==> src/lfuc_pkg.sv <==
// ----------------------------------------------------------------------------
// lfuc_pkg: shared types and constants for the LFU cache
// Sizes, entry record, store write request and sequencer codes.
// ----------------------------------------------------------------------------
`default_nettype none

package lfuc_pkg;

    localparam int CAPACITY    = 16;
    localparam int COUNT_WIDTH = 16;

    localparam int IDX_W  = (CAPACITY > 1) ? $clog2(CAPACITY) : 1;
    localparam int OCC_W  = $clog2(CAPACITY + 1);
    localparam int KEY_W  = 32;
    localparam int VAL_W  = 32;
    localparam int CFG_W  = 5;
    localparam int CMP_W  = (OCC_W > CFG_W) ? OCC_W : CFG_W;

    localparam logic [CFG_W-1:0]       CFG_RESET = CFG_W'(16);
    localparam logic [COUNT_WIDTH-1:0] COUNT_MAX = {COUNT_WIDTH{1'b1}};
    localparam logic [VAL_W-1:0]       MISS_VALUE = {VAL_W{1'b1}};

    localparam logic KIND_GET = 1'b0;
    localparam logic KIND_PUT = 1'b1;

    typedef struct packed {
        logic                   valid;
        logic [KEY_W-1:0]       key;
        logic [VAL_W-1:0]       value;
        logic [COUNT_WIDTH-1:0] count;
        logic [IDX_W-1:0]       rank;
    } entry_t;

    typedef struct packed {
        logic             en;
        logic [IDX_W-1:0] idx;
        entry_t           data;
    } store_wr_t;

    typedef enum logic [1:0] {
        ST_IDLE,
        ST_SCAN,
        ST_DECIDE,
        ST_UPDATE
    } state_t;

    typedef enum logic [1:0] {
        OP_NONE,
        OP_TOUCH,
        OP_INSERT
    } op_t;

endpackage

`default_nettype wire

==> src/lfuc_store.sv <==
// ----------------------------------------------------------------------------
// lfuc_store: entry storage
// Register file of CAPACITY entries, one read and one write address.
// ----------------------------------------------------------------------------
`default_nettype none

module lfuc_store
    import lfuc_pkg::*;
(
    input  wire logic             clk,
    input  wire logic             rst_n,
    input  wire logic [IDX_W-1:0] rd_idx,
    output entry_t                rd,
    input  wire store_wr_t        wr
);

    logic                   valid_reg [CAPACITY];
    logic [KEY_W-1:0]       key_reg   [CAPACITY];
    logic [VAL_W-1:0]       value_reg [CAPACITY];
    logic [COUNT_WIDTH-1:0] count_reg [CAPACITY];
    logic [IDX_W-1:0]       rank_reg  [CAPACITY];

    // valid marks cleared at reset; payload undefined until written
    always_ff @(posedge clk or negedge rst_n)
    begin
        if (!rst_n)
        begin
            for (int i = 0; i < CAPACITY; i++)
            begin
                valid_reg[i] <= 1'b0;
            end
        end
        else if (wr.en)
        begin
            valid_reg[wr.idx] <= wr.data.valid;
        end
    end

    always_ff @(posedge clk)
    begin
        if (wr.en)
        begin
            key_reg[wr.idx]   <= wr.data.key;
            value_reg[wr.idx] <= wr.data.value;
            count_reg[wr.idx] <= wr.data.count;
            rank_reg[wr.idx]  <= wr.data.rank;
        end
    end

    assign rd.valid = valid_reg[rd_idx];
    assign rd.key   = key_reg[rd_idx];
    assign rd.value = value_reg[rd_idx];
    assign rd.count = count_reg[rd_idx];
    assign rd.rank  = rank_reg[rd_idx];

endmodule

`default_nettype wire

==> src/lfuc_ctrl.sv <==
// ----------------------------------------------------------------------------
// lfuc_ctrl: request sequencer and scan unit
// Scans all entries once for lookup/victim, then, if anything changes, once to rewrite them.
// ----------------------------------------------------------------------------
`default_nettype none

module lfuc_ctrl
    import lfuc_pkg::*;
(
    input  wire logic             clk,
    input  wire logic             rst_n,
    input  wire logic             s_valid,
    output logic                  s_ready,
    input  wire logic             s_kind,
    input  wire logic [KEY_W-1:0] s_key,
    input  wire logic [VAL_W-1:0] s_value,
    input  wire logic [CFG_W-1:0] cfg_limit,
    output logic                  m_valid,
    input  wire logic             m_ready,
    output logic                  m_hit,
    output logic [VAL_W-1:0]      m_value,
    output logic [IDX_W-1:0]      rd_idx,
    input  wire entry_t           rd,
    output store_wr_t             wr
);

    state_t state_reg, state_next;
    op_t    op_reg, op_next;

    logic [IDX_W-1:0]       idx_reg, idx_next;
    logic                   req_kind_reg, req_kind_next;
    logic [KEY_W-1:0]       req_key_reg, req_key_next;
    logic [VAL_W-1:0]       req_value_reg, req_value_next;
    logic                   hit_found_reg, hit_found_next;
    logic [IDX_W-1:0]       hit_idx_reg, hit_idx_next;
    logic [IDX_W-1:0]       hit_rank_reg, hit_rank_next;
    logic [VAL_W-1:0]       hit_value_reg, hit_value_next;
    logic                   free_found_reg, free_found_next;
    logic [IDX_W-1:0]       free_idx_reg, free_idx_next;
    logic                   vic_found_reg, vic_found_next;
    logic [IDX_W-1:0]       vic_idx_reg, vic_idx_next;
    logic [COUNT_WIDTH-1:0] vic_cnt_reg, vic_cnt_next;
    logic [IDX_W-1:0]       vic_rank_reg, vic_rank_next;
    logic [IDX_W-1:0]       tgt_idx_reg, tgt_idx_next;
    logic                   evict_reg, evict_next;
    logic [OCC_W-1:0]       occ_reg, occ_next;
    logic                   out_valid_reg, out_valid_next;
    logic                   out_hit_reg, out_hit_next;
    logic [VAL_W-1:0]       out_value_reg, out_value_next;

    logic             last;
    logic             stall;
    logic             full;
    logic             better;
    logic [CMP_W-1:0] limit;
    op_t              dec_op;
    logic [IDX_W-1:0] dec_tgt;
    logic             dec_evict;

    assign last   = (idx_reg == IDX_W'(CAPACITY - 1));
    assign rd_idx = idx_reg;

    // a get result may only be loaded once the output slot is free
    assign stall = (req_kind_reg == KIND_GET) && out_valid_reg && !m_ready;

    // victim compare: victim is lowest count, then oldest rank
    assign better = rd.valid && (!vic_found_reg || (rd.count < vic_cnt_reg) ||
                    ((rd.count == vic_cnt_reg) && (rd.rank > vic_rank_reg)));

    always_comb
    begin
        limit = (CMP_W'(cfg_limit) < CMP_W'(CAPACITY)) ? CMP_W'(cfg_limit)
                                                       : CMP_W'(CAPACITY);
        full  = (CMP_W'(occ_reg) >= limit);
    end

    // decision taken after the lookup scan
    always_comb
    begin
        dec_op    = OP_NONE;
        dec_tgt   = hit_idx_reg;
        dec_evict = 1'b0;
        if (req_kind_reg == KIND_GET)
        begin
            if (hit_found_reg)
            begin
                dec_op = OP_TOUCH;
            end
        end
        else if (cfg_limit != '0)
        begin
            if (hit_found_reg)
            begin
                dec_op = OP_TOUCH;
            end
            else if (full && vic_found_reg)
            begin
                dec_op    = OP_INSERT;
                dec_evict = 1'b1;
                dec_tgt   = (free_found_reg && (free_idx_reg < vic_idx_reg)) ? free_idx_reg
                                                                           : vic_idx_reg;
            end
            else if (free_found_reg)
            begin
                dec_op  = OP_INSERT;
                dec_tgt = free_idx_reg;
            end
        end
    end

    // next state
    always_comb
    begin
        state_next = state_reg;
        case (state_reg)
            ST_IDLE:
            begin
                if (s_valid)
                begin
                    state_next = ST_SCAN;
                end
            end
            ST_SCAN:
            begin
                if (last)
                begin
                    state_next = ST_DECIDE;
                end
            end
            ST_DECIDE:
            begin
                if (!stall)
                begin
                    state_next = (dec_op == OP_NONE) ? ST_IDLE : ST_UPDATE;
                end
            end
            ST_UPDATE:
            begin
                if (last)
                begin
                    state_next = ST_IDLE;
                end
            end
            default:
            begin
                state_next = ST_IDLE;
            end
        endcase
    end

    // outputs and datapath
    always_comb
    begin
        s_ready         = 1'b0;
        wr.en           = 1'b0;
        wr.idx          = idx_reg;
        wr.data         = rd;
        idx_next        = idx_reg;
        op_next         = op_reg;
        req_kind_next   = req_kind_reg;
        req_key_next    = req_key_reg;
        req_value_next  = req_value_reg;
        hit_found_next  = hit_found_reg;
        hit_idx_next    = hit_idx_reg;
        hit_rank_next   = hit_rank_reg;
        hit_value_next  = hit_value_reg;
        free_found_next = free_found_reg;
        free_idx_next   = free_idx_reg;
        vic_found_next  = vic_found_reg;
        vic_idx_next    = vic_idx_reg;
        vic_cnt_next    = vic_cnt_reg;
        vic_rank_next   = vic_rank_reg;
        tgt_idx_next    = tgt_idx_reg;
        evict_next      = evict_reg;
        occ_next        = occ_reg;
        out_valid_next  = out_valid_reg && !m_ready;
        out_hit_next    = out_hit_reg;
        out_value_next  = out_value_reg;

        case (state_reg)
            ST_IDLE:
            begin
                s_ready = 1'b1;
                if (s_valid)
                begin
                    req_kind_next   = s_kind;
                    req_key_next    = s_key;
                    req_value_next  = s_value;
                    hit_found_next  = 1'b0;
                    free_found_next = 1'b0;
                    vic_found_next  = 1'b0;
                    idx_next        = '0;
                end
            end
            ST_SCAN:
            begin
                if (rd.valid && !hit_found_reg && (rd.key == req_key_reg))
                begin
                    hit_found_next = 1'b1;
                    hit_idx_next   = idx_reg;
                    hit_rank_next  = rd.rank;
                    hit_value_next = rd.value;
                end
                if (!rd.valid && !free_found_reg)
                begin
                    free_found_next = 1'b1;
                    free_idx_next   = idx_reg;
                end
                if (better)
                begin
                    vic_found_next = 1'b1;
                    vic_idx_next   = idx_reg;
                    vic_cnt_next   = rd.count;
                    vic_rank_next  = rd.rank;
                end
                idx_next = last ? '0 : idx_reg + 1'b1;
            end
            ST_DECIDE:
            begin
                if (!stall)
                begin
                    op_next      = dec_op;
                    tgt_idx_next = dec_tgt;
                    evict_next   = dec_evict;
                    if (req_kind_reg == KIND_GET)
                    begin
                        out_valid_next = 1'b1;
                        out_hit_next   = hit_found_reg;
                        out_value_next = hit_found_reg ? hit_value_reg : MISS_VALUE;
                    end
                    if ((dec_op == OP_INSERT) && !dec_evict)
                    begin
                        occ_next = occ_reg + 1'b1;
                    end
                end
                idx_next = '0;
            end
            ST_UPDATE:
            begin
                wr.en = 1'b1;
                case (op_reg)
                    OP_TOUCH:
                    begin
                        if (idx_reg == tgt_idx_reg)
                        begin
                            wr.data.rank = '0;
                            if (rd.count != COUNT_MAX)
                            begin
                                wr.data.count = rd.count + 1'b1;
                            end
                            if (req_kind_reg == KIND_PUT)
                            begin
                                wr.data.value = req_value_reg;
                            end
                        end
                        else if (rd.valid && (rd.rank < hit_rank_reg))
                        begin
                            wr.data.rank = rd.rank + 1'b1;
                        end
                    end
                    OP_INSERT:
                    begin
                        if (idx_reg == tgt_idx_reg)
                        begin
                            wr.data.valid = 1'b1;
                            wr.data.key   = req_key_reg;
                            wr.data.value = req_value_reg;
                            wr.data.count = COUNT_WIDTH'(1);
                            wr.data.rank  = '0;
                        end
                        else if (evict_reg && (idx_reg == vic_idx_reg))
                        begin
                            wr.data.valid = 1'b0;
                        end
                        else if (rd.valid && !(evict_reg && (rd.rank > vic_rank_reg)))
                        begin
                            // entries younger than the victim (all entries when none is evicted) age by one
                            wr.data.rank = rd.rank + 1'b1;
                        end
                    end
                    default:
                    begin
                        wr.en = 1'b0;
                    end
                endcase
                idx_next = last ? '0 : idx_reg + 1'b1;
            end
            default:
            begin
                idx_next = '0;
            end
        endcase
    end

    always_ff @(posedge clk or negedge rst_n)
    begin
        if (!rst_n)
        begin
            state_reg     <= ST_IDLE;
            op_reg        <= OP_NONE;
            idx_reg       <= '0;
            occ_reg       <= '0;
            out_valid_reg <= 1'b0;
        end
        else
        begin
            state_reg     <= state_next;
            op_reg        <= op_next;
            idx_reg       <= idx_next;
            occ_reg       <= occ_next;
            out_valid_reg <= out_valid_next;
        end
    end

    always_ff @(posedge clk)
    begin
        req_kind_reg   <= req_kind_next;
        req_key_reg    <= req_key_next;
        req_value_reg  <= req_value_next;
        hit_found_reg  <= hit_found_next;
        hit_idx_reg    <= hit_idx_next;
        hit_rank_reg   <= hit_rank_next;
        hit_value_reg  <= hit_value_next;
        free_found_reg <= free_found_next;
        free_idx_reg   <= free_idx_next;
        vic_found_reg  <= vic_found_next;
        vic_idx_reg    <= vic_idx_next;
        vic_cnt_reg    <= vic_cnt_next;
        vic_rank_reg   <= vic_rank_next;
        tgt_idx_reg    <= tgt_idx_next;
        evict_reg      <= evict_next;
        out_hit_reg    <= out_hit_next;
        out_value_reg  <= out_value_next;
    end

    assign m_valid = out_valid_reg;
    assign m_hit   = out_hit_reg;
    assign m_value = out_value_reg;

endmodule

`default_nettype wire

==> src/lfu_cache_lru_tiebreak.sv <==
// ----------------------------------------------------------------------------
// lfu_cache_lru_tiebreak: LFU key-value cache with LRU tie-break
// Fully associative store of CAPACITY entries, scanned by a small sequencer.
// ----------------------------------------------------------------------------
// Each request is a get (tuser = 0) or a put (tuser = 1) carrying a 32-bit key
// and value. A get returns one response: hit flag in tuser and the stored value
// in tdata, or all ones on a miss. A put returns nothing. A request walks the
// entry store through one read/write port: a lookup pass over all entries that
// finds the key, the first free slot and the eviction victim (lowest use count,
// oldest among equals), a decision step, and, when anything changes, a rewrite
// pass over all entries that updates ranks, counts and the new entry. A get
// miss or an ignored put skips the rewrite pass, and s_tready is high only
// between requests. A response waits in an output register, so the next request
// is taken while it is still pending. cfg_wdata sets how many entries may be
// used (values above CAPACITY act as CAPACITY, zero ignores puts); write it only
// while the block is idle. Reset clears all entries and sets the limit to 16.
// ----------------------------------------------------------------------------
`default_nettype none

module lfu_cache_lru_tiebreak
    import lfuc_pkg::*;
(
    input  wire logic             clk,
    input  wire logic             rst_n,
    // request channel
    input  wire logic             s_tvalid,
    output logic                  s_tready,
    input  wire logic [63:0]      s_tdata,   // [31:0] key, [63:32] value
    input  wire logic [0:0]       s_tuser,   // [0] kind: 0 get, 1 put
    // response channel
    output logic                  m_tvalid,
    input  wire logic             m_tready,
    output logic [31:0]           m_tdata,   // [31:0] read_value
    output logic [0:0]            m_tuser,   // [0] hit
    // configuration
    input  wire logic             cfg_we,
    input  wire logic [CFG_W-1:0] cfg_wdata  // entries_in_use
);

    logic [CFG_W-1:0] limit_reg;
    logic [IDX_W-1:0] rd_idx;
    entry_t           rd;
    store_wr_t        wr;

    // entry limit register
    always_ff @(posedge clk or negedge rst_n)
    begin
        if (!rst_n)
        begin
            limit_reg <= CFG_RESET;
        end
        else if (cfg_we)
        begin
            limit_reg <= cfg_wdata;
        end
    end

    lfuc_ctrl u_ctrl
    (
        .clk       (clk),
        .rst_n     (rst_n),
        .s_valid   (s_tvalid),
        .s_ready   (s_tready),
        .s_kind    (s_tuser[0]),
        .s_key     (s_tdata[31:0]),
        .s_value   (s_tdata[63:32]),
        .cfg_limit (limit_reg),
        .m_valid   (m_tvalid),
        .m_ready   (m_tready),
        .m_hit     (m_tuser[0]),
        .m_value   (m_tdata),
        .rd_idx    (rd_idx),
        .rd        (rd),
        .wr        (wr)
    );

    lfuc_store u_store
    (
        .clk    (clk),
        .rst_n  (rst_n),
        .rd_idx (rd_idx),
        .rd     (rd),
        .wr     (wr)
    );

endmodule

`default_nettype wire

==> config.mk <==
export PLATFORM = sky130hd
export DESIGN_NAME = lfu_cache_lru_tiebreak
export DESIGN_NICKNAME = d
export VERILOG_FILES = /design/src/lfuc_pkg.sv /design/src/lfuc_store.sv /design/src/lfuc_ctrl.sv /design/src/lfu_cache_lru_tiebreak.sv
export SDC_FILE = /design/constraint.sdc
export NUM_CORES = 2
export LEC_CHECK = 0
export ABC_AREA = 0
export BUFFER_PORTS_ARGS = -buffer_cell sky130_fd_sc_hd__buf_2
export CAP_MARGIN = 20
export CORE_MARGIN = 2
export CORE_UTILIZATION = 54
export CTS_CLUSTER_DIAMETER = 200
export DETAILED_ROUTE_END_ITERATION = 10
export PLACE_DENSITY_LB_ADDON = 0.3
export SYNTH_ARGS = -nofsm -noshare
export SYNTH_HDL_FRONTEND = slang
export SYNTH_SLANG_ARGS = --single-unit
export TNS_END_PERCENT = 50
==> constraint.sdc <==
create_clock -name clk -period 11.7 [get_ports clk]
set_clock_uncertainty 0.15 [all_clocks]
set_input_delay 1.755 -clock clk [delete_from_list [all_inputs] [get_ports clk]]
set_output_delay 1.755 -clock clk [all_outputs]
set_load 0.02 [all_outputs]
# Word-level counts from Yosys, hierarchy flattened
# Memory sizes are Yosys's and may differ from the RTL's.
# Cells that the tools add are included.
# totals
regBits	209
ramBits	1344
n_memories	4
# memory_table
memory	words	width	read_ports	rd_ports_with_merged_regs	write_ports	line	rtl
u_store.key_reg	16	32	1	0	1	lfuc_store.sv:18	logic [KEY_W-1:0] key_reg [CAPACITY];
u_store.value_reg	16	32	1	0	1	lfuc_store.sv:19	logic [VAL_W-1:0] value_reg [CAPACITY];
u_store.count_reg	16	16	1	0	1	lfuc_store.sv:20	logic [COUNT_WIDTH-1:0] count_reg [CAPACITY];
u_store.rank_reg	16	4	1	0	1	lfuc_store.sv:21	logic [IDX_W-1:0] rank_reg [CAPACITY];
# classes
addsub	4
order_cmp	8
n_eq_ne	19
n_mux	61
bitwise	3
n_reduce_logical	42
# op_table
cell	count
$pmux 52 s2	1
$mux 85	1
$mux 80	1
$mux 4	13
$mux 48	1
$mux 33	1
$eq 32x32->1	1
$mux 32	1
$mux 1	22
$mux 2	10
$add 16x1->16 const B	1
$bwmux 16	1
$eq 16x16->1	1
$logic_and 1x1->1	16
$lt 16x16->1	1
$mux 16	1
$ne 16x16->1 const B	1
$reduce_and 3->1	5
$pmux 4 s3	1
$ne 2x1->1 const B	5
$reduce_and 2->1	5
$add 4x1->4 const B	2
$eq 2x2->1 const B	4
$eq 4x4->1	2
24 further kinds	39

# Depth between registers and ports, before layout
# logic_depth
word_depth	12
mapped_depth	18

# Hierarchy
# A second synthesis with hierarchy kept.
# unflattened
hier_cells	2828
hier_area_um2	60448.0
# modules_own_cells
module	n_inst	cells_each	area_per_inst_um2	seq_area_each_um2
lfuc_store	1	2112	50922.6	40759.1
lfuc_ctrl	1	706	9342.7	5575.3
lfu_cache_lru_tiebreak	1	10	182.7	126.4

# Worst setup path after synthesis
# Ideal clock, no wire load.
# synth_path
path_kind	register -> register
startpoint	reg u_ctrl.idx_reg[0] (netlist: u_ctrl.rd_idx[0])
endpoint	reg u_store.valid_reg[13] (netlist name)
setup_ns	0.094
t_arrival_ns	8.685
path_slack_ns	2.771
path_stages_with_launch	11
path_buffers	5
cell_sequence	dfrtp_1 > buf_6 > buf_6 > buf_6 > inv_2 > buf_1 > clkbuf_1 > ha_1 > nand2_1 > nor3_1 > mux2_2
# synth_via
elab_chain_len	9
# synth_rtl
element	line	rtl
from (decl)	lfuc_ctrl.sv:30	logic [IDX_W-1:0] idx_reg, idx_next;
from (signal assigned)	lfuc_ctrl.sv:309	idx_reg <= idx_next;
$not 4->5 (not written as such)	lfuc_store.sv:35, lfuc_store.sv:50	
$bmux 1 s4	lfuc_store.sv:50	assign rd.valid = valid_reg[rd_idx];
$mux 1 (not written as such) (2 in series)	lfuc_store.sv:50	
$mux 1	lfuc_ctrl.sv:271	else if (evict_reg && (idx_reg == vic_idx_reg))
$mux 1	lfuc_ctrl.sv:263	if (idx_reg == tgt_idx_reg)
$mux 33	lfuc_ctrl.sv:241	case (op_reg)
$mux 85	lfuc_ctrl.sv:180	case (state_reg)
$bwmux 16 (*)	lfuc_store.sv:35	valid_reg[wr.idx] <= wr.data.valid;
to (signal, indexed assignment)	lfuc_store.sv:35	
to (decl)	lfuc_store.sv:17	logic valid_reg [CAPACITY];
# Mark *: on every way between the ends. The rest lies on a longest branch, timed or not. The select of a mux whose other input is x is not followed.
# A chain may end at the register's enable or synchronous reset.

# Worst setup path in the final report
# layout_path
startpoint	reg u_ctrl.idx_reg[1] (netlist: u_ctrl.rd_idx[1])
endpoint	reg u_ctrl.hit_found_reg, enable pin
# layout_via
elab_chain_len	8
# layout_rtl
element	line	rtl
parallel branches: the longest is 5 deep, another holds $mem_v2 16x32	n/a	
$logic_and 1x1->1 (*)	lfuc_ctrl.sv:197	if (rd.valid && !hit_found_reg && (rd.key == req_key_reg))
$ne 2x1->1 (no source line) (*)	n/a	
$reduce_and 3->1 (no source line) (*)	n/a	
to (signal assigned)	lfuc_ctrl.sv:320	hit_found_reg <= hit_found_next;
to (decl)	lfuc_ctrl.sv:34	logic hit_found_reg, hit_found_next;
# Mark *: on every way between the ends. The select of a mux whose other input is x is not followed.

==> metrics.md <==
| Metric | Value |
|---|---|
| Number of H-tree levels | `4` |
| Setup-failing EPs final | `0` |
| CTS clk-pin slew, worst paths | `0.07 ns` |
| Initial antenna violation count | `2` |
| Total nets after synthesis | `3051` |
| Number of placed instances, taps included | `4482` |
| Main area contributors after synthesis | `sky130_fd_sc_hd__edfxtp_1 74%, sky130_fd_sc_hd__mux4_2 13%, sky130_fd_sc_hd__dfrtp_1 1.4%` |
| Tightest Pin Transition | `1.27 ns` |
| Initial standard-cell utilization of the core | `0.545` |
| Clk Latency, worst-skew pair | `0.76 ns` |
| Register cell area after layout | `46500 µm²` |
| Critical Path Source Type | `register` |
| Final routed DRC violation total | `0` |
| Worst slew margin relative to its limit | `0.155` |
| Leakage power figure | `22.3 nW` |
| Number of register bits inferred by synthesis | `1553` |
| Maximum clock rate | `between 150 and 200 MHz` |
| Number of global-route vias before repair | `31200` |
| Final routed wirelength across all metal layers | `138000 µm` |
| Die outline area | `about 120000 µm²` |
| Clk pwr share | `0.259` |
| Count of hold-fix buffers inserted at cts | `0` |
| Count of fill cells added during filler insertion | `between 7000 and 8000` |
| Most frequently used flop master after synthesis | `sky130_fd_sc_hd__edfxtp_1` |
| WS Path Type | `reg -> reg` |
| Clock Root Buffer | `sky130_fd_sc_hd__clkbuf_16` |
| Average cell area after synthesis | `20.9 µm²` |
| Initial DRT Pass Iterations | `5` |
| Period minus WS final | `about 6.4 ns` |
| Most frequently used cell type in the post-synthesis netlist | `sky130_fd_sc_hd__edfxtp_1` |
| Result of the run | `complete, no violations` |
| Post-synth design cell area | `61300 µm²` |
| Combinational fraction of design power | `0.296` |
| First DRT Iteration DRCs | `3565` |
| Count of nets after finishing | `approximately 3300` |
| Cell internal power dissipation | `12.9 mW` |
| Setup repair after global routing missed its margin | `false` |
| Last weighted congestion value of the routability-driven placer | `~0.86` |
| DRT antenna net count | `0` |
| Number of diodes added for antenna fixing | `0` |
| Global-route wire length before repair | `204000 µm` |
| Number of rows in the core area | `123` |
| Maxcap violations | `0` |
| DIE HEIGHT | `341 µm` |
| Sequential fraction of the synthesis area | `0.757` |
| Ratio of routed vias to standard cells | `6.35` |
| Count of endpoints failing hold in the final timing report | `0` |
| Placeable core area | `roughly 110000 µm²` |
| Number of sinks handled by clock tree synthesis | `1553` |
| Sequential share of power | `0.445` |
| Top cells by instance count after synthesis | `1518 x sky130_fd_sc_hd__edfxtp_1, 359 x sky130_fd_sc_hd__mux4_2, 127 x sky130_fd_sc_hd__nand2_1` |
| Final non-filler cell total | `4763` |
| Net switching power of the design | `5.74 mW` |
| Top cell type's share of synthesized area | `0.743` |
| Top-Level Pins | `110` |
| Die Width | `between 300 and 400 µm` |
| Post-CTS setup repair buffer count | `0` |
| GR Overflow Total | `0` |
| Multi-input gate area in the final layout | `14000 µm²` |
| Max Fanout on Critical Path | `142` |
| Share of async-settable or async-resettable flops after synthesis | `0.0225` |
| Min-Delay Path Class | `reg -> reg` |
| WL per Instance | `roughly 29 µm` |
| HPWL Detailed | `around 70000 µm` |
| Fraction of final layout cells sized beyond drive strength 1 | `0.257` |
| Post-Place Worst Slack | `5.47 ns` |
| Maximum number of pins on one net before global-route repair | `143` |
| PnR worst setup slack | `5.26 ns` |
| Syn. warnings | `0` |
| Count of flip-flops with a built-in enable after synthesis | `approximately 1500` |
| Req. time, crit path | `about 12 ns` |
| Arrival time worst endpoint | `6.76 ns` |
| CP endpoint kind | `register` |
| Setup TNS | `0 ns` |
| Clock Tree Buf Depth | `3` |
| Instance count of the mapped netlist | `slightly below 3000` |
| Worst IR Drop VDD | `between 150 and 200 µV` |
| Number of buffers inserted during clock tree synthesis | `155` |
| Pwr per Cell Area | `about 270 nW/µm²` |
| Count of unique library cells instantiated by Yosys | `around 80` |
| Total global-route track usage | `0.240` |
| DR vias | `30200` |
| TritonCTS clock tree | `yes` |
| Most area-hungry cell type in the Yosys netlist | `sky130_fd_sc_hd__edfxtp_1` |
| Final cycle utilization of the critical path | `0.550` |
| Area growth from synthesis to layout | `11.9%` |
| Sw frac | `0.308` |
| Post-cts repair resize count | `0` |
| Count of input and output buffers | `between 100 and 150` |
| Max Slew Vio Count | `0` |
metrics by stage:
stage,cell area (µm²),hold WS (ns),util,power [mW]
floorplan,61300,0.300,-,12.3
global placement,63700,0.320,0.565,13.6
detailed placement,63700,0.331,0.565,13.9
CTS,68600,0.342,0.609,18.7
global route,68700,0.355,0.610,19.4
finish,68700,0.338,0.610,18.7
area by class of cell:
type | instances | share of cell area
Tap cell | 1500 | 0.0273
Timing Repair Buffer | 189 | 0.0173
Sequential cell | 1553 | 0.677
Clock inverter | 80 | 0.0114
Clock buffer | 196 | 0.0601
Inverter | 53 | 0.00295
Multi-Input combinational cell | 1192 | 0.204
kinds of logic after synthesis:
group | share of synthesized area
mux | 0.151
fa+ha+maj | 0.00816
flops | 0.757
buf+inv | 0.0163
simple gates | 0.0280
compound gates | 0.0304
xor+xnor | 0.00842
placed cells by master, fill, tap and decap left out, types with 31 or more instances in the layout:
| cell | count |
|---|---|
| sky130_fd_sc_hd__nand2b_1 | 42 |
| sky130_fd_sc_hd__o21ai_0 | 31 |
| sky130_fd_sc_hd__clkbuf_1 | 36 |
| sky130_fd_sc_hd__a21oi_1 | 33 |
| sky130_fd_sc_hd__buf_2 | 110 |
| sky130_fd_sc_hd__ha_1 | 40 |
| sky130_fd_sc_hd__mux4_2 | 359 |
| sky130_fd_sc_hd__xor2_1 | 38 |
| sky130_fd_sc_hd__inv_1 | 49 |
| sky130_fd_sc_hd__a22oi_1 | 37 |
| sky130_fd_sc_hd__mux2i_1 | 68 |
| sky130_fd_sc_hd__mux2_2 | 34 |
| sky130_fd_sc_hd__nor2_1 | 64 |
| sky130_fd_sc_hd__edfxtp_1 | 1518 |
| sky130_fd_sc_hd__nand2_1 | 127 |
| sky130_fd_sc_hd__buf_4 | 76 |
| sky130_fd_sc_hd__a22o_1 | 36 |
| sky130_fd_sc_hd__clkbuf_16 | 159 |
per-layer routing:
layer	vias to the layer above	track usage	routed length, µm
li1	12600	-	-
met1	15900	0.326	53800
met2	1467	0.398	69200
met3	279	0.0467	11300
met4	2	0.0778	3830
met5	-	0	13
power by group through the flow:
stage	combinational [mW]	clock, mW	sequential (mW)
floorplan	4.05	0	8.29
global placement	5.19	0	8.40
detailed placement	5.46	0	8.43
CTS	5.48	4.90	8.32
global route	5.98	5.12	8.34
finish	5.53	4.83	8.32
path summary, 6_finish.rpt:
path / start / end / slack [ns] / cells after the start
setup / recovery: u_ctrl.rd_idx[1] / u_ctrl.hit_found_reg / 5.26 / 11
hold / removal: u_ctrl.occ_reg[4] / u_ctrl.occ_reg[4] / 0.34 / 1
setup reg to reg: u_ctrl.rd_idx[1] / u_ctrl.hit_found_reg / 5.26 / 11
hold reg to reg: u_ctrl.occ_reg[4] / u_ctrl.occ_reg[4] / 0.34 / 1
max in group asynchronous: rst_n / u_ctrl.rd_idx[0] / 9.77 / 1
min in group asynchronous: rst_n / u_store.valid_reg[9] / 0.98 / 1
worst max-delay path: stages, from the launching register on:
cell and delay, ns:
sky130_fd_sc_hd__dfrtp_4 0.87, sky130_fd_sc_hd__buf_12 0.57, sky130_fd_sc_hd__buf_4 0.71, sky130_fd_sc_hd__mux4_2 0.62, sky130_fd_sc_hd__xor2_1 0.18, sky130_fd_sc_hd__nor4_2 0.31, sky130_fd_sc_hd__o22ai_1 0.13, sky130_fd_sc_hd__or4_1 0.60
sky130_fd_sc_hd__nor4_1 0.30, sky130_fd_sc_hd__and4b_2 0.27, sky130_fd_sc_hd__buf_4 0.71, sky130_fd_sc_hd__or2_1 0.20
(Power assumes the default switching activity.)
